[config.mk]
export PLATFORM = sky130hd
export DESIGN_NAME = mac_queue
export DESIGN_NICKNAME = d
export VERILOG_FILES = /design/src/rtl/core/mac_pkg.sv /design/src/rtl/core/mac_queue.sv
export SDC_FILE = /design/constraint.sdc
export NUM_CORES = 1
export LEC_CHECK = 0
export BUFFER_PORTS_ARGS = -buffer_cell sky130_fd_sc_hd__buf_2
export CORE_MARGIN = 1.5
export CORE_UTILIZATION = 38
export DETAILED_ROUTE_END_ITERATION = 10
export PLACE_DENSITY = 0.71
export RECOVER_POWER = 100
export SLEW_MARGIN = 10
export SYNTH_ARGS = -nofsm -noshare
export SYNTH_HDL_FRONTEND = slang
export SYNTH_SLANG_ARGS = --single-unit
[constraint.sdc]
create_clock -name clk -period 16.36 [get_ports clk]
set_input_delay 3.272 -clock clk [delete_from_list [all_inputs] [get_ports clk]]
set_output_delay 3.272 -clock clk [all_outputs]
set_load 0.05 [all_outputs]
[src/rtl/core/mac_pkg.sv]
// ----------------------------------------------------------------------------
// mac_pkg
// Types and constants shared by the multiply-accumulate unit.
// ----------------------------------------------------------------------------
package mac_pkg;

	typedef enum logic [4:0] {
		OP_MUL_S = 5'd0, OP_MUL_U = 5'd1, OP_MUL_F = 5'd2, OP_PSHL = 5'd3,
		OP_PSHR = 5'd4, OP_ACC_ADD = 5'd5, OP_ACC_SUB = 5'd6, OP_SAT_S = 5'd7,
		OP_SAT_U = 5'd8, OP_SAT_F = 5'd9, OP_CLR_FLAGS = 5'd10,
		OP_SET_FLAGS = 5'd11, OP_RD_F = 5'd12, OP_RD_I = 5'd13,
		OP_RD_SS = 5'd14, OP_RD_US = 5'd15, OP_CLR_ACC = 5'd16,
		OP_MOVE = 5'd17, OP_RD_EXT_F = 5'd18, OP_RD_EXT_I = 5'd19,
		OP_WR_F = 5'd20, OP_WR_S = 5'd21, OP_WR_U = 5'd22,
		OP_WR_EXT_F = 5'd23, OP_WR_EXT_S = 5'd24, OP_WR_EXT_U = 5'd25
	} opcode_t;

	localparam logic [1:0] CFG_SATURATE = 2'd0;
	localparam logic [1:0] CFG_SHORT    = 2'd1;
	localparam logic [1:0] CFG_FRACTION = 2'd2;
	localparam logic [1:0] CFG_ROUND    = 2'd3;

	localparam logic [63:0] BIT50   = 64'd1 << 50;
	localparam logic [63:0] MASK48  = (64'd1 << 48) - 64'd1;
	localparam logic [63:0] BIT53   = 64'd1 << 53;
	localparam logic [63:0] CLAMP_S = 64'h7fff_ffff;
	localparam logic [63:0] CLAMP_F = 64'h7fff_ffff_ffff;
	localparam logic [63:0] EXT_MID = 64'hff_ffff_ff00;

	typedef struct packed {
		logic [4:0]  opcode;
		logic [31:0] operand_a;
		logic [31:0] operand_b;
		logic [1:0]  acc_index;
		logic [1:0]  src_index;
	} mac_in_t;

	typedef struct packed {
		logic [31:0] read_data;
		logic        overflow;
		logic        zero_flag;
		logic        negative_flag;
		logic        ext_overflow;
		logic [3:0]  pav_flags;
	} mac_out_t;

	typedef struct packed {
		logic saturate;
		logic short_m;
		logic fraction;
		logic rnd;
	} mac_cfg_t;

	// request after classification, with the raw product already formed
	typedef struct packed {
		mac_in_t     req;
		logic        valid_acc;
		logic        pair_ok;
		logic [63:0] prod;
	} mac_cmd_t;

	function automatic logic [63:0] round_even(input logic [63:0] v,
		input logic [63:0] rem, input logic [63:0] half);
		if (rem > half) return v + 64'd1;
		if (rem == half) return v + {63'd0, v[0]};
		return v;
	endfunction

endpackage

[src/rtl/core/mac_queue.sv]
// ----------------------------------------------------------------------------
// mac_queue
// Two-entry queue between the front and back parts.
// ----------------------------------------------------------------------------
module mac_queue (
	input  logic              clk,
	input  logic              arst_n,
	input  logic              wr_valid,
	output logic              wr_ready,
	input  mac_pkg::mac_cmd_t wr_data,
	output logic              rd_valid,
	input  logic              rd_ready,
	output mac_pkg::mac_cmd_t rd_data
);
	import mac_pkg::*;

	mac_cmd_t mem_q [2];
	logic     wp_q, rp_q;
	logic [1:0] cnt_q;
	logic     push, pop;

	assign wr_ready = cnt_q != 2'd2;
	assign rd_valid = cnt_q != 2'd0;
	assign rd_data = mem_q[rp_q];
	assign push = wr_valid && wr_ready;
	assign pop = rd_valid && rd_ready;

	always_ff @(posedge clk or negedge arst_n) begin
		if (!arst_n) begin
			wp_q <= 1'b0;
			rp_q <= 1'b0;
			cnt_q <= 2'd0;
		end else begin
			if (push) wp_q <= !wp_q;
			if (pop) rp_q <= !rp_q;
			cnt_q <= cnt_q + {1'b0, push} - {1'b0, pop};
		end
	end

	always_ff @(posedge clk) begin
		if (push) mem_q[wp_q] <= wr_data;
	end
endmodule

# Word level (Yosys, flattened, before mapping)
# Memories as Yosys holds them, arrays and structs flattened.
# Cells that the tools add are included.
dict set report totals {
  regBits 4
  ram_bits 278
  in_bits 143
  output_inout_bits 141
  mem_count 1
}
# memory depth word_bits read_ports rd_clocked_by_memory_dff wr line
set memory_table {}
lappend memory_table {mem_q 2 139 1 0 1 mac_queue.sv:17} ;# mac_cmd_t mem_q [2];
dict set report op_classes {
  add_sub_neg 2
  eq_ne 1
  muxes 2
  n_reduce_logical 5
}
# op count
set op_table {}
lappend op_table {{adder 2 x 1 -> 2 bit} 1}
lappend op_table {{logical AND 1 bit} 2}
lappend op_table {{logical NOT 1 bit} 2}
lappend op_table {{2-to-1 mux 1 bit} 2}
lappend op_table {{inequality test 2 bit (second input constant)} 1}
lappend op_table {{nonzero test 2 bit} 1}
lappend op_table {{subtractor 2 x 1 -> 2 bit} 1}

# Longest topological paths before layout
dict set report logic_depth {
  word_depth 4
  ltp_mapped 5
  depth_no_buf 5
}

# Worst setup path after synthesis
# Ideal clock, no wire load.
dict set report synth_path {
  kind {input to register}
  startpoint {in wr_valid}
  endpoint {mem mem_q[0][0] (netlist name) (enable)}
  setup_ns 0.640
  arrival_ns 9.139
  required_ns 15.720
  path_slack_ns 6.581
  stages 2
  n_path_buf 0
  cell_sequence {nand2_1 nor2_1}
}
dict set report synth_between {
  elab_chain_cells 3
}
# element line
set synth_rtl {}
lappend synth_rtl {{start, declared} mac_queue.sv:8} ;# input logic wr_valid,
lappend synth_rtl {{logical AND 1 bit} mac_queue.sv:25} ;# assign push = wr_valid && wr_ready;
lappend synth_rtl {{2-to-1 mux 1 bit} mac_queue.sv:41} ;# if (push) mem_q[wp_q] <= wr_data;
lappend synth_rtl {{2-to-1 mux 1 bit (implied by the code)} mac_queue.sv:41}
lappend synth_rtl {{end, declared} mac_queue.sv:17}
# Every way passes these cells.

# Final worst setup path
dict set report layout_path {
  startpoint {in wr_valid}
  endpoint {mem mem_q[0][54] (netlist name) (enable)}
}
# The elaborated chain is that of the path after synthesis.

==> flow_summary.toml <==
[die]
die_h_um = 171
start_util_pct = 38.5
die_w_um = 171
die_area_mm2 = 0.0291
pin_count = 284
core_mm2 = 0.0277
rows = 61

[placement]
port-buffer-count = 283
gp_congestion = 0.695
hpwl_mm = 13.0

[setup_path]
slowest_delay_ns = 2.88
worstSetupEndpointType = "register"
cp.required_ns = 16.41
reg2reg_depth = 5
crit_top_cell = "clkbuf_1"
path_buf_inv = 3
cp.depth = 5
startpoint = "wr_valid"
cp_top_family = "buffers and inverters"
path_max_fanout = 68
crit_arrival_ns = 10.06
r2r_end = "mem_q[0][54]"
slowest_stage = "clkbuf_1"
crit_chain = "clkbuf_1, nand2_1, nor2_1, clkbuf_1, clkbuf_1"
reg2reg_slack_ns = 8.77
critPathLaunchType = "primary input"
setup.worst_path.class = "primary input to register"
critPathCapture = "mem_q[0][54]"
r2r_start = "cnt_q[0]"

[logic_synthesis]
syn_nets = 599
synth-seq-cells = 282
synthTopCellsByCount = "edfxtp_1 (278), mux2_4 (100), mux2_2 (39)"
yosysWarnings = 0
synth_edf_count = 278
synth_top_cells_by_area = "edfxtp_1 (78%), mux2_4 (14%), mux2_2 (4.1%), buf_6 (1.2%), dfrtp_1 (0.94%)"
yosysTopAreaCell = "edfxtp_1"
post_synth_fa_ha_maj_area_fraction_pct = 0.117
ys_dominant_reg_cell = "edfxtp_1"
yosys.area.top_type_share_pct = 78.2
synth-compound-area-share_pct = 0.223
ys_async_sr_fraction_pct = 1.42
synthXorXnorAreaFrac_pct = 0.246
synth.most_common_cell = "edfxtp_1"
synth.avg_cell_area_um2 = 23.4
synth_mux_area_share_pct = 18.2
synth-seq-area-share_pct = 79.2
syn-cell-area_mm2 = 0.0107
yosysUniqueCellTypes = 20
synthCells = 455
yosys.area_share.simple_pct = 0.551
synth_top_family_by_area = "multiplexers"

[power_and_ir_drop]
netSwitchingFraction_pct = 41.0
power.density_mw_per_mm2 = 217
pwr-share-seq_pct = 37.8
share_comb_of_total_power_pct = 39.2
switching_power_w = 0.00114
irDropWorstVdd_mv = 0.132
p_leak_nw = 4.55
internal-power_w = 0.00165
power.clock.fraction_pct = 23.0

[route]
drt-pass1-iter-count = 4
drc = 0
drt_iter0_drc = 262
avgViaCountPerCell = 4.47
vias = 5187
ant_nets = 0
wl_per_cell_um = 17.4
drt_wl_total_mm = 20.2

[sta]
rsz0062_at_grt = "false"
drv_slew = 376
min_period_ns = 10.01
relSlewSlack_pct = -163
fmax_ghz = 0.0999
tightest_slew_ns = 3.94
finalHoldViolCount = 0
tns_ns = 0
skew_ns = 0.00776
period_share_pct = 61.2
setup_viol = 0

[cts]
cts.reportedPaths.clkPinSlew_ns = 0.06
cts_hold_buffers = 0
cts-root-buf = "clkbuf_16"
cts_tree = "done"
numCtsBuffers = 29
cts_max_level = 1
clock_path_buffers = 3
post-cts-setup-buffers = 0
cts_resized = 0
clk_latency_ns = 0.54
cts.sinks = 282

[global_route]
first_global_vias = 5282
grt_pass1_wl_mm = 29.1
grt-ovfl-total = 0
grt_max_degree = 69
grt_usage_pct = 13.1
antenna_found_initial = 1

[layout]
seq_area_mm2 = 0.00845
nets = 903
multiInputGateArea_mm2 = 0.00170
areaGrowthSynthToFinish_pct = 20.7
n_fill_cell = 2457
drive_gt1_share_pct = 33.9
final_core_utilization_pct = 46.5

[status]
failed_checks = "capacitance limit, slew limit"
status = "finished with violations"

[job]
maxCapViolations = 6

[min_path]
hold_class = "register to register"
min-delay-start = "wp_q"
## cell usage in the layout, fill, tap and decap left out, drive strengths merged
| cell type | n |
|---|---|
| edfxtp | 278 |
| clkinvlp | 3 |
| diode | 1 |
| nor4bb | 1 |
| clkinv | 8 |
| ha | 1 |
| nor2 | 3 |
| mux2 | 139 |
| nand2 | 2 |
| buf | 184 |
| xnor2 | 3 |
| a311oi | 1 |
| or2 | 1 |
| inv | 1 |
| dfrtp | 4 |
| o21ai | 1 |
| clkbuf | 144 |
| nor2b | 1 |
| nand3 | 1 |
| o21ba | 1 |
| bufinv | 3 |
| and3 | 1 |
| nand2b | 1 |
## power by group through the flow
stage	clock network [W]	logic, W	registers, W
finish	0.000642	0.00109	0.00106
floorplan	0	0.00103	0.00106
global route	0.000688	0.00115	0.00107
detailed placement	0	0.00123	0.00106
CTS	0.000661	0.00123	0.00105
global placement	0	0.00123	0.00105
## metal layers
layer | part of all wire [%] | track usage (%) | wire length (um)
met1 | 42 | 16.1 | 8510
met2 | 47 | 21.7 | 9470
met3 | 8.1 | 4.28 | 1630
met4 | 2.9 | 4.69 | 580
met5 | 0 | 0 | 0
## final cells by class
type	count	share of cell area [%]
Tap cell	378	3.67
Antenna cell	1	0.0194
Clock inverter	15	1.21
Clock buffer	39	6.08
Multi-Input combinational cell	157	13.2
Timing Repair Buffer	289	10.2
Sequential cell	282	65.6
## cell families (layout without fill, tap and decap cells)
group                    after synthesis  in the layout
multiplexers                         139            139
buffers and inverters                 16            343
AND/OR/NAND/NOR                       11             11
adder cells (fa/ha/maj)                1              1
other                                  0              1
AO/OA/AOI/OAI                          3              3
XOR/XNOR                               3              3
flip-flops                           282            282
## how the worst min path moves through the flow
stage            to  cells past startpoint  slack (ns)
2_1_floorplan  wp_q                      1        0.46
3_3_place_gp   wp_q                      1        0.54
3_5_place_dp   wp_q                      1        0.54
4_1_cts        wp_q                      1        0.56
5_1_grt        wp_q                      1        0.52
6_report       wp_q                      1        0.50
## sequential cells by signal, summed over array words and instances, names as in the netlist
signal / flops
cnt_q: 2
mem_q: 278
rp_q: 1
wp_q: 1
## stage by stage
step | cell area [um^2] | cells | power, W | hold WS, ns | setup slack, ns
2_1_floorplan | 10700 | 455 | 0.00209 | 0.460 | 6.58
3_3_place_gp | 12500 | 1106 | 0.00228 | 0.538 | 10.31
3_5_place_dp | 12500 | 1106 | 0.00229 | 0.544 | 10.26
4_1_cts | 13400 | 1160 | 0.00294 | 0.557 | 10.13
5_1_grt | 12900 | 1160 | 0.00291 | 0.516 | 5.54
6_report | 12900 | 1161 | 0.00279 | 0.502 | 6.35
(Power assumes the default switching activity.)
