**config.mk**
```make
export PLATFORM = sky130hd
export DESIGN_NAME = mac_front
export DESIGN_NICKNAME = d
export VERILOG_FILES = /design/src/rtl/core/mac_pkg.sv /design/src/rtl/core/mac_front.sv
export SDC_FILE = /design/constraint.sdc
export NUM_CORES = 2
export LEC_CHECK = 0
export BUFFER_PORTS_ARGS = -buffer_cell sky130_fd_sc_hd__buf_2
export CELL_PAD_IN_SITES_DETAIL_PLACEMENT = 0
export CELL_PAD_IN_SITES_GLOBAL_PLACEMENT = 1
export CORE_ASPECT_RATIO = 0.7
export CORE_MARGIN = 2
export CORE_UTILIZATION = 37
export CTS_CLUSTER_DIAMETER = 80
export CTS_CLUSTER_SIZE = 28
export DETAILED_ROUTE_END_ITERATION = 8
export HOLD_SLACK_MARGIN = 0.03
export PLACE_DENSITY = 0.74
export SLEW_MARGIN = 20
export SYNTH_ARGS = -nofsm -noshare
export SYNTH_HDL_FRONTEND = slang
export SYNTH_SLANG_ARGS = --single-unit
```
**constraint.sdc**
```tcl
create_clock -name clk -period 5 [get_ports clk]
set_input_delay 0.25 -clock clk [delete_from_list [all_inputs] [get_ports clk]]
set_output_delay 0.25 -clock clk [all_outputs]
set_load 0.02 [all_outputs]
```
**src/rtl/core/mac_pkg.sv**
```systemverilog
// ----------------------------------------------------------------------------
// mac_pkg
// Types and constants shared by the multiply-accumulate unit.
// ----------------------------------------------------------------------------
package mac_pkg;

	typedef enum logic [4:0] {
		OP_MUL_S = 5'd0, OP_MUL_U = 5'd1, OP_MUL_F = 5'd2, OP_PSHL = 5'd3,
		OP_PSHR = 5'd4, OP_ACC_ADD = 5'd5, OP_ACC_SUB = 5'd6, OP_SAT_S = 5'd7,
		OP_SAT_U = 5'd8, OP_SAT_F = 5'd9, OP_CLR_FLAGS = 5'd10,
		OP_SET_FLAGS = 5'd11, OP_RD_F = 5'd12, OP_RD_I = 5'd13,
		OP_RD_SS = 5'd14, OP_RD_US = 5'd15, OP_CLR_ACC = 5'd16,
		OP_MOVE = 5'd17, OP_RD_EXT_F = 5'd18, OP_RD_EXT_I = 5'd19,
		OP_WR_F = 5'd20, OP_WR_S = 5'd21, OP_WR_U = 5'd22,
		OP_WR_EXT_F = 5'd23, OP_WR_EXT_S = 5'd24, OP_WR_EXT_U = 5'd25
	} opcode_t;

	localparam logic [1:0] CFG_SATURATE = 2'd0;
	localparam logic [1:0] CFG_SHORT    = 2'd1;
	localparam logic [1:0] CFG_FRACTION = 2'd2;
	localparam logic [1:0] CFG_ROUND    = 2'd3;

	localparam logic [63:0] BIT50   = 64'd1 << 50;
	localparam logic [63:0] MASK48  = (64'd1 << 48) - 64'd1;
	localparam logic [63:0] BIT53   = 64'd1 << 53;
	localparam logic [63:0] CLAMP_S = 64'h7fff_ffff;
	localparam logic [63:0] CLAMP_F = 64'h7fff_ffff_ffff;
	localparam logic [63:0] EXT_MID = 64'hff_ffff_ff00;

	typedef struct packed {
		logic [4:0]  opcode;
		logic [31:0] operand_a;
		logic [31:0] operand_b;
		logic [1:0]  acc_index;
		logic [1:0]  src_index;
	} mac_in_t;

	typedef struct packed {
		logic [31:0] read_data;
		logic        overflow;
		logic        zero_flag;
		logic        negative_flag;
		logic        ext_overflow;
		logic [3:0]  pav_flags;
	} mac_out_t;

	typedef struct packed {
		logic saturate;
		logic short_m;
		logic fraction;
		logic rnd;
	} mac_cfg_t;

	// request after classification, with the raw product already formed
	typedef struct packed {
		mac_in_t     req;
		logic        valid_acc;
		logic        pair_ok;
		logic [63:0] prod;
	} mac_cmd_t;

	function automatic logic [63:0] round_even(input logic [63:0] v,
		input logic [63:0] rem, input logic [63:0] half);
		if (rem > half) return v + 64'd1;
		if (rem == half) return v + {63'd0, v[0]};
		return v;
	endfunction

endpackage

```
**src/rtl/core/mac_front.sv**
```systemverilog
// ----------------------------------------------------------------------------
// mac_front
// Accepts requests, checks indices, forms the 32x32 product into a register.
// ----------------------------------------------------------------------------
module mac_front #(
	parameter int NUM_ACCS = 4
) (
	input  logic             clk,
	input  logic             arst_n,
	input  logic             in_valid,
	output logic             in_ready,
	input  mac_pkg::mac_in_t in_req,
	output logic             cmd_valid,
	input  logic             cmd_ready,
	output mac_pkg::mac_cmd_t cmd
);
	import mac_pkg::*;

	logic               valid_s1;
	mac_cmd_t           cmd_s1;
	logic signed [32:0] sa, sb;
	logic signed [65:0] prod_w;
	logic               signed_mul;
	logic [2:0]         bi;

	assign in_ready = !valid_s1 || cmd_ready;
	assign cmd_valid = valid_s1;
	assign cmd = cmd_s1;
	assign bi = {1'b0, in_req.acc_index} + 3'd1;

	// one extra bit carries the sign, so signed and unsigned share the multiplier
	always_comb begin
		signed_mul = (in_req.opcode != OP_MUL_U);
		sa = {in_req.operand_a[31] & signed_mul, in_req.operand_a};
		sb = {in_req.operand_b[31] & signed_mul, in_req.operand_b};
		prod_w = sa * sb;
	end

	always_ff @(posedge clk or negedge arst_n) begin
		if (!arst_n) begin
			valid_s1 <= 1'b0;
		end else if (in_ready) begin
			valid_s1 <= in_valid;
		end
	end

	always_ff @(posedge clk) begin
		if (in_ready && in_valid) begin
			cmd_s1.req <= in_req;
			cmd_s1.valid_acc <= (32'(in_req.acc_index) < NUM_ACCS) &&
				!(in_req.opcode == OP_MOVE && 32'(in_req.src_index) >= NUM_ACCS);
			cmd_s1.pair_ok <= 32'(bi) < NUM_ACCS;
			cmd_s1.prod <= prod_w[63:0];
		end
	end
endmodule

```
Word level (Yosys, flattened, before mapping)
Index checks and enable logic that the tools add are counted.
{"block": "word_totals", "reg_bits": 139, "in_bits": 77, "out_inout_bits": 141, "wordCells": 17}
{"block": "op_classes", "n_addsub": 1, "multipliers": 1, "n_lt_le_gt_ge": 1, "n_eq_ne": 1, "bitwise_logic": 2, "reduce_logical": 3}
{"op": "$mul 33x33->64", "count": 1}
{"op": "$ne 5x1->1 const B", "count": 1}
{"op": "$add 2x1->3 const B", "count": 1}
{"op": "$lt 3x3->1 const B", "count": 1}
{"op": "$and 1x1->1", "count": 2}
{"op": "$logic_and 1x1->1", "count": 1}
{"op": "$logic_not 1->1", "count": 1}
{"op": "$logic_or 1x1->1", "count": 1}

Longest topological paths before layout
{"block": "depth", "depth_word": 3, "depth_mapped": 32, "mapped_depth_nobuf": 29}

Least setup slack after synthesis
No wires, ideal clock.
{"block": "synth_timing", "path_type": "in2reg", "start": "in in_req[72] in the netlist's numbering", "end": "reg cmd_s1, in the netlist cmd[61], data pin", "setup_time_ns": 0.262, "arrival_ns": 8.157, "required_ns": 4.738, "setup_slack_ns": -3.419, "stages": 30, "n_path_buf": 2, "cell_sequence": "nor4_1 nand2_1 clkbuf_1 and2_0 clkbuf_1 nand2_1 inv_1 fa_1 inv_1 fa_1 inv_1 fa_1 inv_1 fa_1 inv_1 fa_1 fa_1 inv_1 fa_1 fa_1 inv_1 ha_1 a21o_1 a21o_1 a21o_1 a21oi_1 o21ai_0 o41ai_2 mux2i_1 nand3_1"}
{"block": "synth_via", "elab_chain_cells": 3, "word_cells_on_any_way": 4, "cone_classes": "mul (1); eq/ne (1); bitwise (2)"}
{"element": "from (decl)", "line": "mac_front.sv:12", "text": "input mac_pkg::mac_in_t in_req,"}
{"element": "$ne 5x1->1 (*)", "line": "mac_front.sv:33", "text": "signed_mul = (in_req.opcode != OP_MUL_U);"}
{"element": "$and 1x1->1, on equally long branches", "line": "mac_front.sv:34, mac_front.sv:35"}
{"element": "$mul 33x33->64 (*)", "line": "mac_front.sv:36", "text": "prod_w = sa * sb;"}
{"element": "named net prod_w[61]", "line": "mac_front.sv:22", "text": "logic signed [65:0] prod_w;"}
{"element": "to (decl)", "line": "mac_front.sv:20", "text": "mac_cmd_t cmd_s1;"}
The timed path passes the listed nets; every way through them passes the cells marked *.
A chain may end at the register's enable or synchronous reset.

Worst setup path in the final report
{"block": "layout_timing", "start": "in in_req[72] in the netlist's numbering", "end": "reg cmd_s1, in the netlist cmd[63], data pin"}
Same word-level chain as after synthesis.

==> impl_metrics.env <==
export IMPL_worst_path_buf_inv=8
export IMPL_min_path_cells=1
export IMPL_wirelength_met1_um=53000
export IMPL_place_area_um2=49400
export IMPL_rsz0062_at_grt="true"
export IMPL_hold_viol_final=0
export IMPL_maxCapViolations=0
export IMPL_drc_errors=0
export IMPL_yosysWarnings=0
export IMPL_h_tree_depth=4
export IMPL_skew_ns=0.0150
export IMPL_yosysTopAreaCell="fa_1"
export IMPL_status="complete, but fails checks"
export IMPL_first_iter_violations=1893
export IMPL_relSlewSlack_pct=40.1
export IMPL_fmax_ghz=0.136
export IMPL_vias_per_cell=4.75
export IMPL_async_reset_ff_share_pct=0.719
export IMPL_crit_path_frequent_cell="fa_1"
export IMPL_port_buffers=216
export IMPL_grt_pass1_vias=34100
export IMPL_wl_per_cell_um=19.0
export IMPL_worst_slack_ns=-2.37
export IMPL_slowest_stage="fa_2"
export IMPL_fin_crit_sh_pct=147
export IMPL_die_height_um=286
export IMPL_rows=103
export IMPL_ant_nets=0
export IMPL_r2r_cells=3
export IMPL_grt_pass1_wl_um=198000
export IMPL_final_area_um2=52500
export IMPL_setup_violations=53
export IMPL_final_core_util_pct=46.7
export IMPL_synth_seq_area_share_pct=9.93
export IMPL_synth_top_area_share_pct=53.6
export IMPL_syn2layout_area_growth_pct=25.2
export IMPL_end_kind="flop"
export IMPL_worstPathRequired_ns=5.27
export IMPL_maxSlewViolCount=0
export IMPL_ff_latch_area_um2=4170
export IMPL_crit_arrival_ns=7.64
export IMPL_yosys_top_cells_area="fa_1, inv_1, edfxtp_1, nand2_1, ha_1"
export IMPL_synth_distinct_cells=64
export IMPL_dpl_hpwl_um=106000
export IMPL_start_util_pct=37.3
export IMPL_cts_root_buf="clkbuf_16"
export IMPL_hold_path_class="input port to flop"
export IMPL_ios=218
export IMPL_insertion_delay_ns=0.52
export IMPL_grt_overflow_total=0
export IMPL_crit_type="input port to flop"
export IMPL_multiInputGateArea_um2=34400
export IMPL_clk_pin_slew_ns=0.08
export IMPL_syn_nets=5752
export IMPL_syn_inst=4338
export IMPL_antenna_found_initial=3
export IMPL_clk_path_buf_depth=2
export IMPL_drive_gt1_share_pct=23.7
export IMPL_vias=31100
export IMPL_fillers=10700
export IMPL_yosysMostFrequentCell="inv_1"
export IMPL_grtUsageTotal_pct=22.4
export IMPL_cts_tree="built"
export IMPL_ys_ff_latch=139
export IMPL_timing_final_crit_period_ns=7.37
export IMPL_fin_nets=6428
export IMPL_grt_max_degree=139
export IMPL_synth_area_per_cell_um2=9.68
export IMPL_cp_top_family="adder cells"
export IMPL_slowest_delay_ns=0.62
export IMPL_first_pass_iters=5
export IMPL_crit_cells=29
export IMPL_synth_edff_count=138
export IMPL_top_layer="met4"
export IMPL_synth_commonest_cells="inv_1, fa_1, nand2_1, and2_1, ha_1"
export IMPL_fp_dieArea_um2=116000
export IMPL_die_w_um=407
export IMPL_violations="setup timing"
export IMPL_wl_met2_um=62000
export IMPL_wirelength_um=125000
export IMPL_core_um2=113000
export IMPL_syn_area_um2=42000
export IMPL_cts_buffers=17
export IMPL_startpoint_type="input port"
export IMPL_worstMarginPinSlew_ns=0.899
export IMPL_synth_main_ff_cell="edfxtp_1"
export IMPL_place_congestion=0.890
export IMPL_met3WireLength_um=6490
export IMPL_cts_sinks=139
export IMPL_critical_path_max_fanout=6
[sequential cells by signal, summed over array words and instances (netlist names)]
signal and cells:
cmd_valid 1, cmd 138
[kinds of logic (layout without fill, tap and decap cells)]
| logic type | after synthesis | after routing | share of synthesized area [%] |
|---|---|---|---|
| buffers and inverters | 1355 | 2044 | 12.1 |
| xor gates and xnor gates | 72 | 72 | 1.50 |
| muxes | 1 | 1 | 0.0238 |
| other | 1 | 4 | 0.00893 |
| DFF | 139 | 139 | 9.93 |
| AOI/OAI and AO/OA | 183 | 183 | 2.97 |
| adders and majority gates | 1337 | 1337 | 60.0 |
| and+or+nand+nor | 1250 | 1250 | 13.5 |
[layer usage]
| metal | global-route usage (%) | vias to the layer above |
|---|---|---|
| met5 | 0 | - |
| met4 | 5.65 | 0 |
| met3 | 2.72 | 116 |
| met2 | 37.7 | 775 |
| met1 | 30.7 | 16500 |
| li1 | - | 13800 |
[stage by stage]
stage               TNS (ns)  hold WS, ns  setup WS [ns]  std cells
finish                -82.61       0.0531          -2.37       6552
global route          -91.85       0.0328          -2.58       6551
CTS                   -79.39       0.0574          -2.26       6524
detailed placement   -127.90       0.0325          -3.18       6418
global placement     -123.42       0.0345          -3.04       6418
floorplan             -82.51      -0.0456          -2.75       4338
[final cells by class]
class                      count  share of cell area [%]
multi-input combinational   2844                    65.5
timing repair buffer         869                    13.7
inverter                    1143                    8.19
sequential                   139                    7.93
tap                         1522                    3.62
clock buffer                  17                   0.810
clock inverter                15                   0.288
antenna                        3                  0.0143
[path summary, 6_finish.rpt]
check                       endpoint  startpoint  slack, ns
min in group asynchronous  cmd_valid      arst_n       0.54
min reg2reg                cmd_valid   cmd_valid       1.08
max in group asynchronous  cmd_valid      arst_n       4.36
min                         cmd[107]  in_req[41]       0.05
max reg2reg                 cmd[109]   cmd_valid       3.21
max                          cmd[63]  in_req[72]      -2.37
[placed cells by master, fill, tap and decap left out, types with 9 or more instances in the layout]
cell           count
inv_1           1104
fa_1            1088
nand2_1          765
buf_4            532
and2_1           284
buf_2            176
ha_1             169
edfxtp_1         138
buf_6             78
nor2_1            62
buf_12            44
ha_4              41
xnor2_1           38
fa_2              37
inv_2             35
and2_4            26
a21oi_1           24
a21oi_2           23
and3_1            20
clkbuf_16         20
a21o_1            18
buf_8             18
xor2_1            16
dlygate4sd3_1     15
nand2_2           13
o21ai_1           11
o21bai_1          10
xnor2_2           10
nand2_4            9
a21oi_4            9
o21ai_2            9
o21ai_0            9
[timing repair]
action | CTS | global route
pin swaps | 184 | 97
buffers inserted | 64 | 25
endpoints found under the setup margin | 54 | 54
hold buffers | 15 | 0
hold endpoints to repair | 14 | 0
resized for setup | 297 | 111
cloned | 1 | 3
Power is not shown: default switching activity piles up to over one toggle a cycle in this logic, so the estimate is an artifact.
