[src/rtl/core/mac_pkg.sv]
// ----------------------------------------------------------------------------
// mac_pkg
// Types and constants shared by the multiply-accumulate unit.
// ----------------------------------------------------------------------------
package mac_pkg;

	typedef enum logic [4:0] {
		OP_MUL_S = 5'd0, OP_MUL_U = 5'd1, OP_MUL_F = 5'd2, OP_PSHL = 5'd3,
		OP_PSHR = 5'd4, OP_ACC_ADD = 5'd5, OP_ACC_SUB = 5'd6, OP_SAT_S = 5'd7,
		OP_SAT_U = 5'd8, OP_SAT_F = 5'd9, OP_CLR_FLAGS = 5'd10,
		OP_SET_FLAGS = 5'd11, OP_RD_F = 5'd12, OP_RD_I = 5'd13,
		OP_RD_SS = 5'd14, OP_RD_US = 5'd15, OP_CLR_ACC = 5'd16,
		OP_MOVE = 5'd17, OP_RD_EXT_F = 5'd18, OP_RD_EXT_I = 5'd19,
		OP_WR_F = 5'd20, OP_WR_S = 5'd21, OP_WR_U = 5'd22,
		OP_WR_EXT_F = 5'd23, OP_WR_EXT_S = 5'd24, OP_WR_EXT_U = 5'd25
	} opcode_t;

	localparam logic [1:0] CFG_SATURATE = 2'd0;
	localparam logic [1:0] CFG_SHORT    = 2'd1;
	localparam logic [1:0] CFG_FRACTION = 2'd2;
	localparam logic [1:0] CFG_ROUND    = 2'd3;

	localparam logic [63:0] BIT50   = 64'd1 << 50;
	localparam logic [63:0] MASK48  = (64'd1 << 48) - 64'd1;
	localparam logic [63:0] BIT53   = 64'd1 << 53;
	localparam logic [63:0] CLAMP_S = 64'h7fff_ffff;
	localparam logic [63:0] CLAMP_F = 64'h7fff_ffff_ffff;
	localparam logic [63:0] EXT_MID = 64'hff_ffff_ff00;

	typedef struct packed {
		logic [4:0]  opcode;
		logic [31:0] operand_a;
		logic [31:0] operand_b;
		logic [1:0]  acc_index;
		logic [1:0]  src_index;
	} mac_in_t;

	typedef struct packed {
		logic [31:0] read_data;
		logic        overflow;
		logic        zero_flag;
		logic        negative_flag;
		logic        ext_overflow;
		logic [3:0]  pav_flags;
	} mac_out_t;

	typedef struct packed {
		logic saturate;
		logic short_m;
		logic fraction;
		logic rnd;
	} mac_cfg_t;

	// request after classification, with the raw product already formed
	typedef struct packed {
		mac_in_t     req;
		logic        valid_acc;
		logic        pair_ok;
		logic [63:0] prod;
	} mac_cmd_t;

	function automatic logic [63:0] round_even(input logic [63:0] v,
		input logic [63:0] rem, input logic [63:0] half);
		if (rem > half) return v + 64'd1;
		if (rem == half) return v + {63'd0, v[0]};
		return v;
	endfunction

endpackage

[src/rtl/core/mac_back.sv]
// ----------------------------------------------------------------------------
// mac_back
// Executes requests on the accumulators, product register and flags.
// ----------------------------------------------------------------------------
module mac_back #(
	parameter int NUM_ACCS = 4
) (
	input  logic              clk,
	input  logic              arst_n,
	input  mac_pkg::mac_cfg_t cfg,
	input  logic              cmd_valid,
	output logic              cmd_ready,
	input  mac_pkg::mac_cmd_t cmd,
	output logic              out_valid,
	input  logic              out_ready,
	output mac_pkg::mac_out_t out_data
);
	import mac_pkg::*;

	logic [63:0] acc_q [NUM_ACCS];
	logic [63:0] prod_q;
	logic [3:0]  flags_q;
	logic [NUM_ACCS-1:0] pav_q;
	logic        valid_q;
	mac_out_t    out_q;

	logic [63:0] acc_n [NUM_ACCS];
	logic [63:0] prod_n;
	logic [3:0]  flags_n;
	logic [NUM_ACCS-1:0] pav_n;
	logic [31:0] rd;
	logic [63:0] v, hi, p, t, lo, nh, sv;
	logic [1:0]  x, bx;
	logic        fire;

	assign cmd_ready = !valid_q || out_ready;
	assign fire = cmd_valid && cmd_ready;
	assign out_valid = valid_q;
	assign out_data = out_q;

	always_comb begin
		x = cmd.req.acc_index;
		bx = x + 2'd1;
		for (int i = 0; i < NUM_ACCS; i++) acc_n[i] = acc_q[i];
		prod_n = prod_q;
		flags_n = flags_q;
		pav_n = pav_q;
		rd = 32'd0;
		p = cmd.prod;
		t = 64'd0;
		lo = 64'd0;
		nh = 64'd0;
		sv = 64'd0;
		v = 64'd0;
		hi = 64'd0;
		if (cmd.valid_acc) v = acc_q[x[$clog2(NUM_ACCS)-1:0]];
		if (cmd.pair_ok) hi = acc_q[bx[$clog2(NUM_ACCS)-1:0]];
		case (cmd.req.opcode)
			OP_MUL_S: begin
				t = {{24{p[39]}}, p[39:0]};
				if (t != p) begin
					flags_n[0] = 1'b1;
					if (cfg.saturate) t = p[63] ? ~BIT50 : BIT50;
				end
				prod_n = t;
			end
			OP_MUL_U: begin
				t = p;
				if (p[63:40] != 24'd0) begin
					flags_n[0] = 1'b1;
					t = cfg.saturate ? BIT50 : {24'd0, p[39:0]};
				end
				prod_n = t;
			end
			OP_MUL_F: begin
				t = {{24{p[63]}}, p[63:24]};
				prod_n = cfg.rnd ? round_even(t, {40'd0, p[23:0]}, 64'h80_0000) : t;
			end
			OP_PSHL: prod_n = {prod_q[62:0], 1'b0};
			OP_PSHR: prod_n = {1'b0, prod_q[63:1]};
			OP_CLR_FLAGS: flags_n = 4'd0;
			default: begin
				if (cmd.valid_acc) begin
					case (cmd.req.opcode)
						OP_ACC_ADD: acc_n[x] = v + prod_q;
						OP_ACC_SUB: acc_n[x] = v - prod_q;
						OP_SAT_S, OP_SAT_F: begin
							sv = {{16{v[47]}}, v[47:0]};
							if (sv != v) flags_n[0] = 1'b1;
							if (flags_n[0]) begin
								pav_n[x] = 1'b1;
								if (cfg.saturate) begin
									t = (cmd.req.opcode == OP_SAT_S) ? CLAMP_S : CLAMP_F;
									sv = sv[63] ? ~t : t;
								end
							end
							acc_n[x] = sv;
						end
						OP_SAT_U: begin
							sv = v;
							if (v[63:48] != 16'd0) flags_n[0] = 1'b1;
							if (flags_n[0]) begin
								pav_n[x] = 1'b1;
								if (cfg.saturate) sv = (v > BIT53) ? 64'd0 : MASK48;
								else sv = v & MASK48;
							end
							acc_n[x] = sv;
						end
						OP_SET_FLAGS: begin
							if (v == 64'd0) flags_n[1] = 1'b1;
							else if (v[47]) flags_n[2] = 1'b1;
							if (pav_q[x]) flags_n[0] = 1'b1;
							if (cfg.fraction) begin
								if (v[63:40] != 24'd0 && v[63:40] != '1) flags_n[3] = 1'b1;
							end else if (cfg.short_m) begin
								if (v[63:32] != 32'd0 && v[63:32] != '1) flags_n[3] = 1'b1;
							end else if (v[63:32] != 32'd0) flags_n[3] = 1'b1;
						end
						OP_RD_F: begin
							if (cfg.short_m) begin
								t = round_even({48'd0, v[39:24]}, {40'd0, v[23:0]}, 64'h80_0000);
								if (cfg.saturate && t > 64'hffff) rd = 32'h7fff;
								else rd = {16'd0, t[15:0]};
							end else begin
								t = {{8{v[63]}}, v[63:8]};
								if (cfg.rnd) t = round_even(t, {56'd0, v[7:0]}, 64'h80);
								if (cfg.saturate && t[63:31] != 33'd0 && t[63:31] != '1)
									rd = t[63] ? 32'h8000_0000 : 32'h7fff_ffff;
								else rd = t[31:0];
							end
						end
						OP_RD_I: rd = v[31:0];
						OP_RD_SS: begin
							if (v[63:31] == 33'd0 || v[63:31] == '1) rd = v[31:0];
							else rd = v[63] ? 32'h8000_0000 : 32'h7fff_ffff;
						end
						OP_RD_US: rd = (v[63:32] != 32'd0) ? 32'hffff_ffff : v[31:0];
						OP_CLR_ACC: begin
							acc_n[x] = 64'd0;
							pav_n[x] = 1'b0;
						end
						OP_MOVE: begin
							acc_n[x] = acc_q[cmd.req.src_index[$clog2(NUM_ACCS)-1:0]];
							pav_n[x] = pav_q[cmd.req.src_index[$clog2(NUM_ACCS)-1:0]];
						end
						OP_RD_EXT_F: rd = {hi[47:40], hi[7:0], v[47:40], v[7:0]};
						OP_RD_EXT_I: rd = {hi[47:32], v[47:32]};
						OP_WR_F, OP_WR_S, OP_WR_U: begin
							t = {{32{cmd.req.operand_a[31]}}, cmd.req.operand_a};
							if (cmd.req.opcode == OP_WR_F) acc_n[x] = {t[55:0], 8'd0};
							else if (cmd.req.opcode == OP_WR_S) acc_n[x] = t;
							else acc_n[x] = {32'd0, cmd.req.operand_a};
							pav_n[x] = 1'b0;
						end
						OP_WR_EXT_F, OP_WR_EXT_S, OP_WR_EXT_U: begin
							if (cmd.req.opcode == OP_WR_EXT_F) begin
								lo = (v & EXT_MID) | {{16{cmd.req.operand_a[15]}},
									cmd.req.operand_a[15:8], 32'd0, cmd.req.operand_a[7:0]};
								nh = (hi & EXT_MID) | {{16{cmd.req.operand_a[31]}},
									cmd.req.operand_a[31:24], 32'd0, cmd.req.operand_a[23:16]};
							end else if (cmd.req.opcode == OP_WR_EXT_S) begin
								lo = {{16{cmd.req.operand_a[15]}}, cmd.req.operand_a[15:0], v[31:0]};
								nh = {{16{cmd.req.operand_a[31]}}, cmd.req.operand_a[31:16],
									hi[31:0]};
							end else begin
								lo = {16'd0, cmd.req.operand_a[15:0], v[31:0]};
								nh = {16'd0, cmd.req.operand_a[31:16], hi[31:0]};
							end
							acc_n[x] = lo;
							if (cmd.pair_ok) acc_n[bx] = nh;
						end
						default: ;
					endcase
				end
			end
		endcase
	end

	always_ff @(posedge clk or negedge arst_n) begin
		if (!arst_n) begin
			for (int i = 0; i < NUM_ACCS; i++) acc_q[i] <= 64'd0;
			prod_q <= 64'd0;
			flags_q <= 4'd0;
			pav_q <= '0;
			valid_q <= 1'b0;
		end else begin
			if (cmd_ready) valid_q <= cmd_valid;
			if (fire) begin
				for (int i = 0; i < NUM_ACCS; i++) acc_q[i] <= acc_n[i];
				prod_q <= prod_n;
				flags_q <= flags_n;
				pav_q <= pav_n;
			end
		end
	end

	always_ff @(posedge clk) begin
		if (fire) begin
			out_q.read_data <= rd;
			out_q.overflow <= flags_n[0];
			out_q.zero_flag <= flags_n[1];
			out_q.negative_flag <= flags_n[2];
			out_q.ext_overflow <= flags_n[3];
			out_q.pav_flags <= 4'(pav_n);
		end
	end
endmodule

[config.mk]
export PLATFORM = sky130hd
export DESIGN_NAME = mac_back
export DESIGN_NICKNAME = d
export VERILOG_FILES = /design/src/rtl/core/mac_pkg.sv /design/src/rtl/core/mac_back.sv
export SDC_FILE = /design/constraint.sdc
export NUM_CORES = 2
export LEC_CHECK = 0
export BUFFER_PORTS_ARGS = -buffer_cell sky130_fd_sc_hd__buf_4
export CORE_ASPECT_RATIO = 0.7
export CORE_MARGIN = 2
export CORE_UTILIZATION = 30
export DETAILED_ROUTE_END_ITERATION = 10
export MAX_ROUTING_LAYER = met4
export PLACE_DENSITY = 0.45
export SYNTH_ARGS = -nofsm -noshare
export SYNTH_HDL_FRONTEND = slang
export SYNTH_SLANG_ARGS = --single-unit
[constraint.sdc]
create_clock -name clk -period 14.7 [get_ports clk]
set_input_delay 0 -clock clk [delete_from_list [all_inputs] [get_ports clk]]
set_output_delay 0 -clock clk [all_outputs]
set_load 0.01 [all_outputs]
# After elaboration in Yosys (flattened, before gate mapping)
# Cells that the tools add are included.
# totals
reg_bits	369
latch_bits	0
ram_bits	0
mem_bits_ro	0
input_bits	147
output_inout_bits	42
mem_count	0
# op_classes
addsub	9
n_mul	0
div_mod_pow	0
magnitude_cmp	13
eq_ne	34
shift	0
n_mux	153
bitwise	13
reduce_logical	32
# ops
cell	count
64-bit two-way mux	53
256-bit bitwise mux	10
256-bit case mux with 8 select lines	1
256-bit two-way mux	3
64-bit binary-select mux with 2-bit select	3
64-bit case mux with 5 select lines	1
256-bit bitwise AND	1
64-bit demux with 2-bit select	2
256-bit inverter	1
48-bit two-way mux	5
32-bit two-way mux	6
32-bit case mux with 6 select lines	1
40-bit by 64-bit bitwise OR with 64-bit output	2
64-bit adder	1
64-bit by 16-bit greater-than comparator with 1-bit output, second input constant	1
64-bit by 54-bit greater-than comparator with 1-bit output, second input constant	1
64-bit logical NOT	1
47-bit inverter with 64-bit output	1
64-bit subtractor	1
56-bit by 2-bit adder with 57-bit output	1
56-bit by 2-bit adder with 57-bit output, second input constant	1
1-bit two-way mux	51
51-bit two-way mux	1
5-bit == test, second input constant	10
other kinds (58)	95

# Depth between registers and ports, before layout
# depth
depth_word	31
mapped_depth	26

# Least setup slack after synthesis
# No wires, ideal clock.
# synth_timing
kind	input -> register
from	in cmd[68] (netlist bit)
to	reg out_q (netlist bit out_data[39]), data pin
setup_ns	0.266
arrival_ns	5.575
required_ns	14.434
path_slack_ns	8.859
stages	21
path_buffers	14
path_cell_list	buf_6 buf_12 buf_12 buf_12 buf_12 buf_12 buf_6 buf_1 clkbuf_1 buf_1 buf_1 inv_1 ha_1 buf_1 buf_1 clkbuf_1 mux4_2 nand3_1 o311ai_0 a211oi_1 nor2_1
# synth_between
elab_chain_cells	26
elab_cells_between_ends	52
classes_between	add/sub (3); order compare (1); eq/ne (3); mux (37); bitwise (2); reduce/logical (6)
# synth_rtl
element	line_no	rtl
start, declared	mac_back.sv:13	input mac_pkg::mac_cmd_t cmd,
branches (longest 25 deep; another with 56-bit by 2-bit adder with 57-bit output)	-	
32-bit case mux with 6 select lines (*)	mac_back.sv:84	case (cmd.req.opcode)
end, declared	mac_back.sv:25	mac_out_t out_q;
# Every way passes the cells marked *. The select of a mux whose other input is x is not followed.
# A chain may end at the register's enable or synchronous reset.

==> impl_summary.log <==
[metrics] status: complete, but fails checks
[metrics] failing checks: max-capacitance violations, max-slew violations
[metrics] area fraction in compound gates after synthesis: 0.354
[metrics] count of instances resized after the clock tree is built: 0
[metrics] per-instance average area after synthesis: roughly 7.3 um^2
[metrics] cell with the largest stage delay on the worst path: nor4_2
[metrics] post-detail-place hpwl: between 200000 and 250000 um
[metrics] Worst Hold Depth: 7
[metrics] fraction of synthesis flops using an asynchronous set or reset pin: 0.892
[metrics] Slew @ Worst Pin: 1.59 ns
[metrics] CP endpoint kind: register
[metrics] total negative setup slack: 0 ns
[metrics] Post-Route WL: 319000 um
[metrics] Max transition margin: -0.0680
[metrics] post-synth net total: 6808
[metrics] post-layout util: 0.343
[metrics] max capacitance violation total: 3
[metrics] list of cells traversed by the critical path: clkbuf_8 > buf_4 > buf_4 > mux4_1 > nand2_1 > inv_1 > ha_1 > nor2_1 > nand2_1 > nor3_1 > nand4_1 > nor4_2 > nor3_1 > and4_1 > o211ai_1 > a21oi_1 > xor2_1 > a2111oi_0 > a21oi_1
[metrics] multiplexer area fraction after synthesis: 0.109
[metrics] core region area: 158000 um^2
[metrics] grt total ovfl: 0
[metrics] die span in y: 338 um
[metrics] #FFs+latches synth: 369
[metrics] clock-pin slew on the worst setup and hold paths: 0.07 ns
[metrics] via count of the first global-routing pass: 54300
[metrics] Clock Root Buffer: clkbuf_16
[metrics] share of cells above drive strength 1: 0.110
[metrics] r2r worst-path depth: 17
[metrics] xor/xnor cell area share of the yosys netlist: 0.0400
[metrics] largest family of logic cells by synthesized area: compound AO/OA/AOI/OAI gates
[metrics] htree depth: 2
[metrics] overall die area: 163000 um^2
[metrics] WP depth: 19
[metrics] power per standard cell area: 144 nW/um^2
[metrics] worst-case clock buffer depth: 3
[metrics] later-pin clock latency in the skew report: 0.73 ns
[metrics] I/O Buffers: 156
[metrics] Post-Synth Adder-Cell Area: 0.0364
[metrics] Lkg Pwr: roughly 0.020 uW
[metrics] final RePlAce weighted congestion: 1.04
[metrics] average routed wire per standard cell: 36.8 um
[metrics] final number of max-transition violations: 10
[metrics] dominant register cell in the synthesized netlist: dfrtp_1
[metrics] maximum fanout count along the critical path: between 40 and 50
[metrics] antenna violations before repair: 27
[metrics] kind of critical path: primary input to register
[metrics] post-route clock skew: 0.0438 ns
[metrics] min cycle time layout: ~7.3 ns
[metrics] element type at the critical path start: primary input
[metrics] number of setup violations in the final report: 0
[metrics] DR iter-0 viols: about 10000
[metrics] family with the most delay on the worst path: simple AND/OR/NAND/NOR gates
[metrics] total number of yosys warnings: 0
[metrics] Post-Syn Instances: 6526
[metrics] Syn Std Cell Area: 47900 um^2
[metrics] worst vdd ir: 0.0984 mV
[metrics] number of clock sinks seen by CTS: 369
[metrics] wire length of the first global-routing pass: 440000 um
[metrics] simple-gate portion of the synthesized area: 0.197
[metrics] DRC violation count after routing: 0
[metrics] endpoints failing hold: 0
[metrics] longest individual stage delay on the worst path: 0.90 ns
[metrics] floorplan die width: 482 um
[metrics] worst hold-check path type: primary input to register
[metrics] RSZ-0062 raised after global routing: false
[metrics] Bufs and invs on worst path: 4
[metrics] Initial Util: 0.303
[metrics] GRT Resource Usage Total: 0.385
[metrics] endpoint required time on the critical path: 15.32 ns
[metrics] arrival time of the worst setup path: 7.93 ns
[metrics] Inserted Clock Buffers: 51
[metrics] number of nets in the layout: between 6000 and 7000
[metrics] first-pass iteration count of the detailed router: 7
[metrics] boundary pin count: 189
[metrics] area growth from synthesis to layout: 13.2%
[metrics] EDFF count, synth: 40
[metrics] number of distinct library cells after synthesis: approximately 110
[metrics] maximum number of pins on one net before global-route repair: 100
[metrics] final clock period utilization by the worst path: 0.498
[metrics] count of standard-cell rows: 122
[metrics] vias post-DR: 60200
[metrics] CTS tree: built
[metrics] proportion of synthesized chip area in sequential cells: 0.197
[metrics] Max Clock Freq: 137 MHz
[metrics] Vias/cell: 6.95
[metrics] antenna viol nets, final: 0
==> placed cells by master, fill, tap and decap left out, types with 34 or more instances in the layout <==
cell type,instances
dfrtp_1,329
ha_1,129
clkbuf_16,51
a211oi_1,129
a31oi_1,118
a22oi_1,68
o22a_1,60
o211ai_1,69
inv_1,197
xor2_1,39
a21oi_1,977
a21o_1,38
and2_1,62
nor2_1,806
a221o_1,76
dlygate4sd3_1,110
a2111oi_0,46
o41ai_1,35
nor2b_1,66
o221ai_1,73
a221oi_1,135
nor3_1,93
mux4_2,141
nor4_1,66
or3_1,34
xnor2_1,180
and3_1,52
o31ai_1,34
nand4_1,65
nand3_1,100
edfxtp_1,40
o21ai_0,407
buf_4,344
mux2i_1,139
nand2_1,549
o22ai_1,64
==> kinds of logic (layout without fill, tap and decap cells) <==
kind of cell / Yosys count / count (layout)
AOI/OAI and AO/OA: 2627 / 2627
xor gates and xnor gates: 219 / 219
adders and majority gates: 139 / 139
buffers and inverters: 784 / 769
DFF: 369 / 369
muxes: 312 / 312
other: 0 / 33
and+or+nand+nor: 2076 / 2076
==> per-stage QoR <==
| stage | instances | power [uW] | setup slack [ns] | hold slack, ns | cell area [um^2] |
|---|---|---|---|---|---|
| after floorplan | 6526 | 4240 | 8.86 | -0.296 | 47900 |
| after global placement | 8412 | 6060 | 7.09 | -0.00589 | 51300 |
| after detailed placement | 8412 | 6070 | 6.99 | 0.00117 | 51300 |
| after CTS | 8619 | 7570 | 7.66 | 0.00266 | 54200 |
| after global routing | 8642 | 8030 | 7.26 | 0.0845 | 54300 |
| final | 8652 | 7790 | 7.39 | 0.0342 | 54300 |
==> worst reg2reg max path: cells and delay by family (launching register included) <==
| family | cells | cell delay [ns] |
|---|---|---|
| and+or+nand+nor | 3 | 0.84 |
| adders and majority gates | 2 | 0.56 |
| DFF | 1 | 0.45 |
| xor gates and xnor gates | 1 | 1.07 |
| muxes | 1 | 0.62 |
| AOI/OAI and AO/OA | 10 | 3.53 |
==> where the power goes <==
| group | leakage, uW | switching, uW | internal (uW) | total [uW] |
|---|---|---|---|---|
| sequential | 0.00437 | 489 | 1330 | 1820 |
| combinational | 0.0151 | 3110 | 1430 | 4540 |
| clock | 0.000876 | 635 | 804 | 1440 |
| total | 0.0203 | 4230 | 3560 | 7790 |
==> cell usage after synthesis, drive strengths merged (30+ instances only) <==
library cell | number | share of area
a21oi | 981 | 0.10
nor2 | 834 | 0.065
nand2 | 559 | 0.044
clkbuf | 474 | 0.037
o21ai | 428 | 0.045
dfrtp | 329 | 0.17
inv | 200 | 0.016
xnor2 | 180 | 0.033
mux4 | 160 | 0.077
mux2i | 141 | 0.030
a221oi | 135 | 0.025
ha | 133 | 0.035
a211oi | 129 | 0.020
a31oi | 118 | 0.015
nand3 | 101 | 0.011
nor3 | 99 | 0.010
buf | 93 | 0.012
a221o | 76 | 0.016
o221ai | 73 | 0.013
o22ai | 73 | 0.011
and2 | 71 | 0.0093
nor4 | 71 | 0.010
o211ai | 69 | 0.011
a22oi | 68 | 0.011
nor2b | 68 | 0.0089
nand4 | 67 | 0.0092
o22a | 60 | 0.011
and3 | 52 | 0.0068
a2111oi | 48 | 0.0088
edfxtp | 40 | 0.025
xor2 | 39 | 0.0071
a21o | 38 | 0.0060
o41ai | 36 | 0.0067
o21bai | 34 | 0.0054
o31ai | 34 | 0.0053
or3 | 34 | 0.0044
nand2b | 30 | 0.0039
==> worst paths after layout <==
kind | slack (ns) | from | end
worst max-delay path | 7.39 | cmd[68] | register
worst max register to register | 7.49 | register | register
max in group asynchronous | 11.87 | arst_n | asynchronous set/reset pin
worst min-delay path | 0.03 | cmd[120] | register
min in group asynchronous | 0.55 | arst_n | prod_q[9]
worst min register to register | 0.52 | flags_q[1] | flags_q[1]
==> timing repair <==
item	in CTS	in global routing
buffers inserted	0	0
hold buffers	111	0
endpoints found under the hold margin	190	0
==> layer usage <==
layer / track usage / part of all wire
met1: 0.509 / 0.40
met2: 0.489 / 0.38
met3: 0.137 / 0.14
met4: 0.240 / 0.077
met5: - / 0
==> cell type report <==
type / count / area, um^2
antenna: 33 / 82.6
clock buffer: 72 / 1480
clock inverter: 24 / 294
fill: 16900 / 104000
inverter: 213 / 800
multi-input combinational: 5373 / 35800
sequential: 369 / 9430
tap: 2108 / 2640
timing repair buffer: 460 / 3790
No activity file was read; power rests on OpenSTA's default activity.
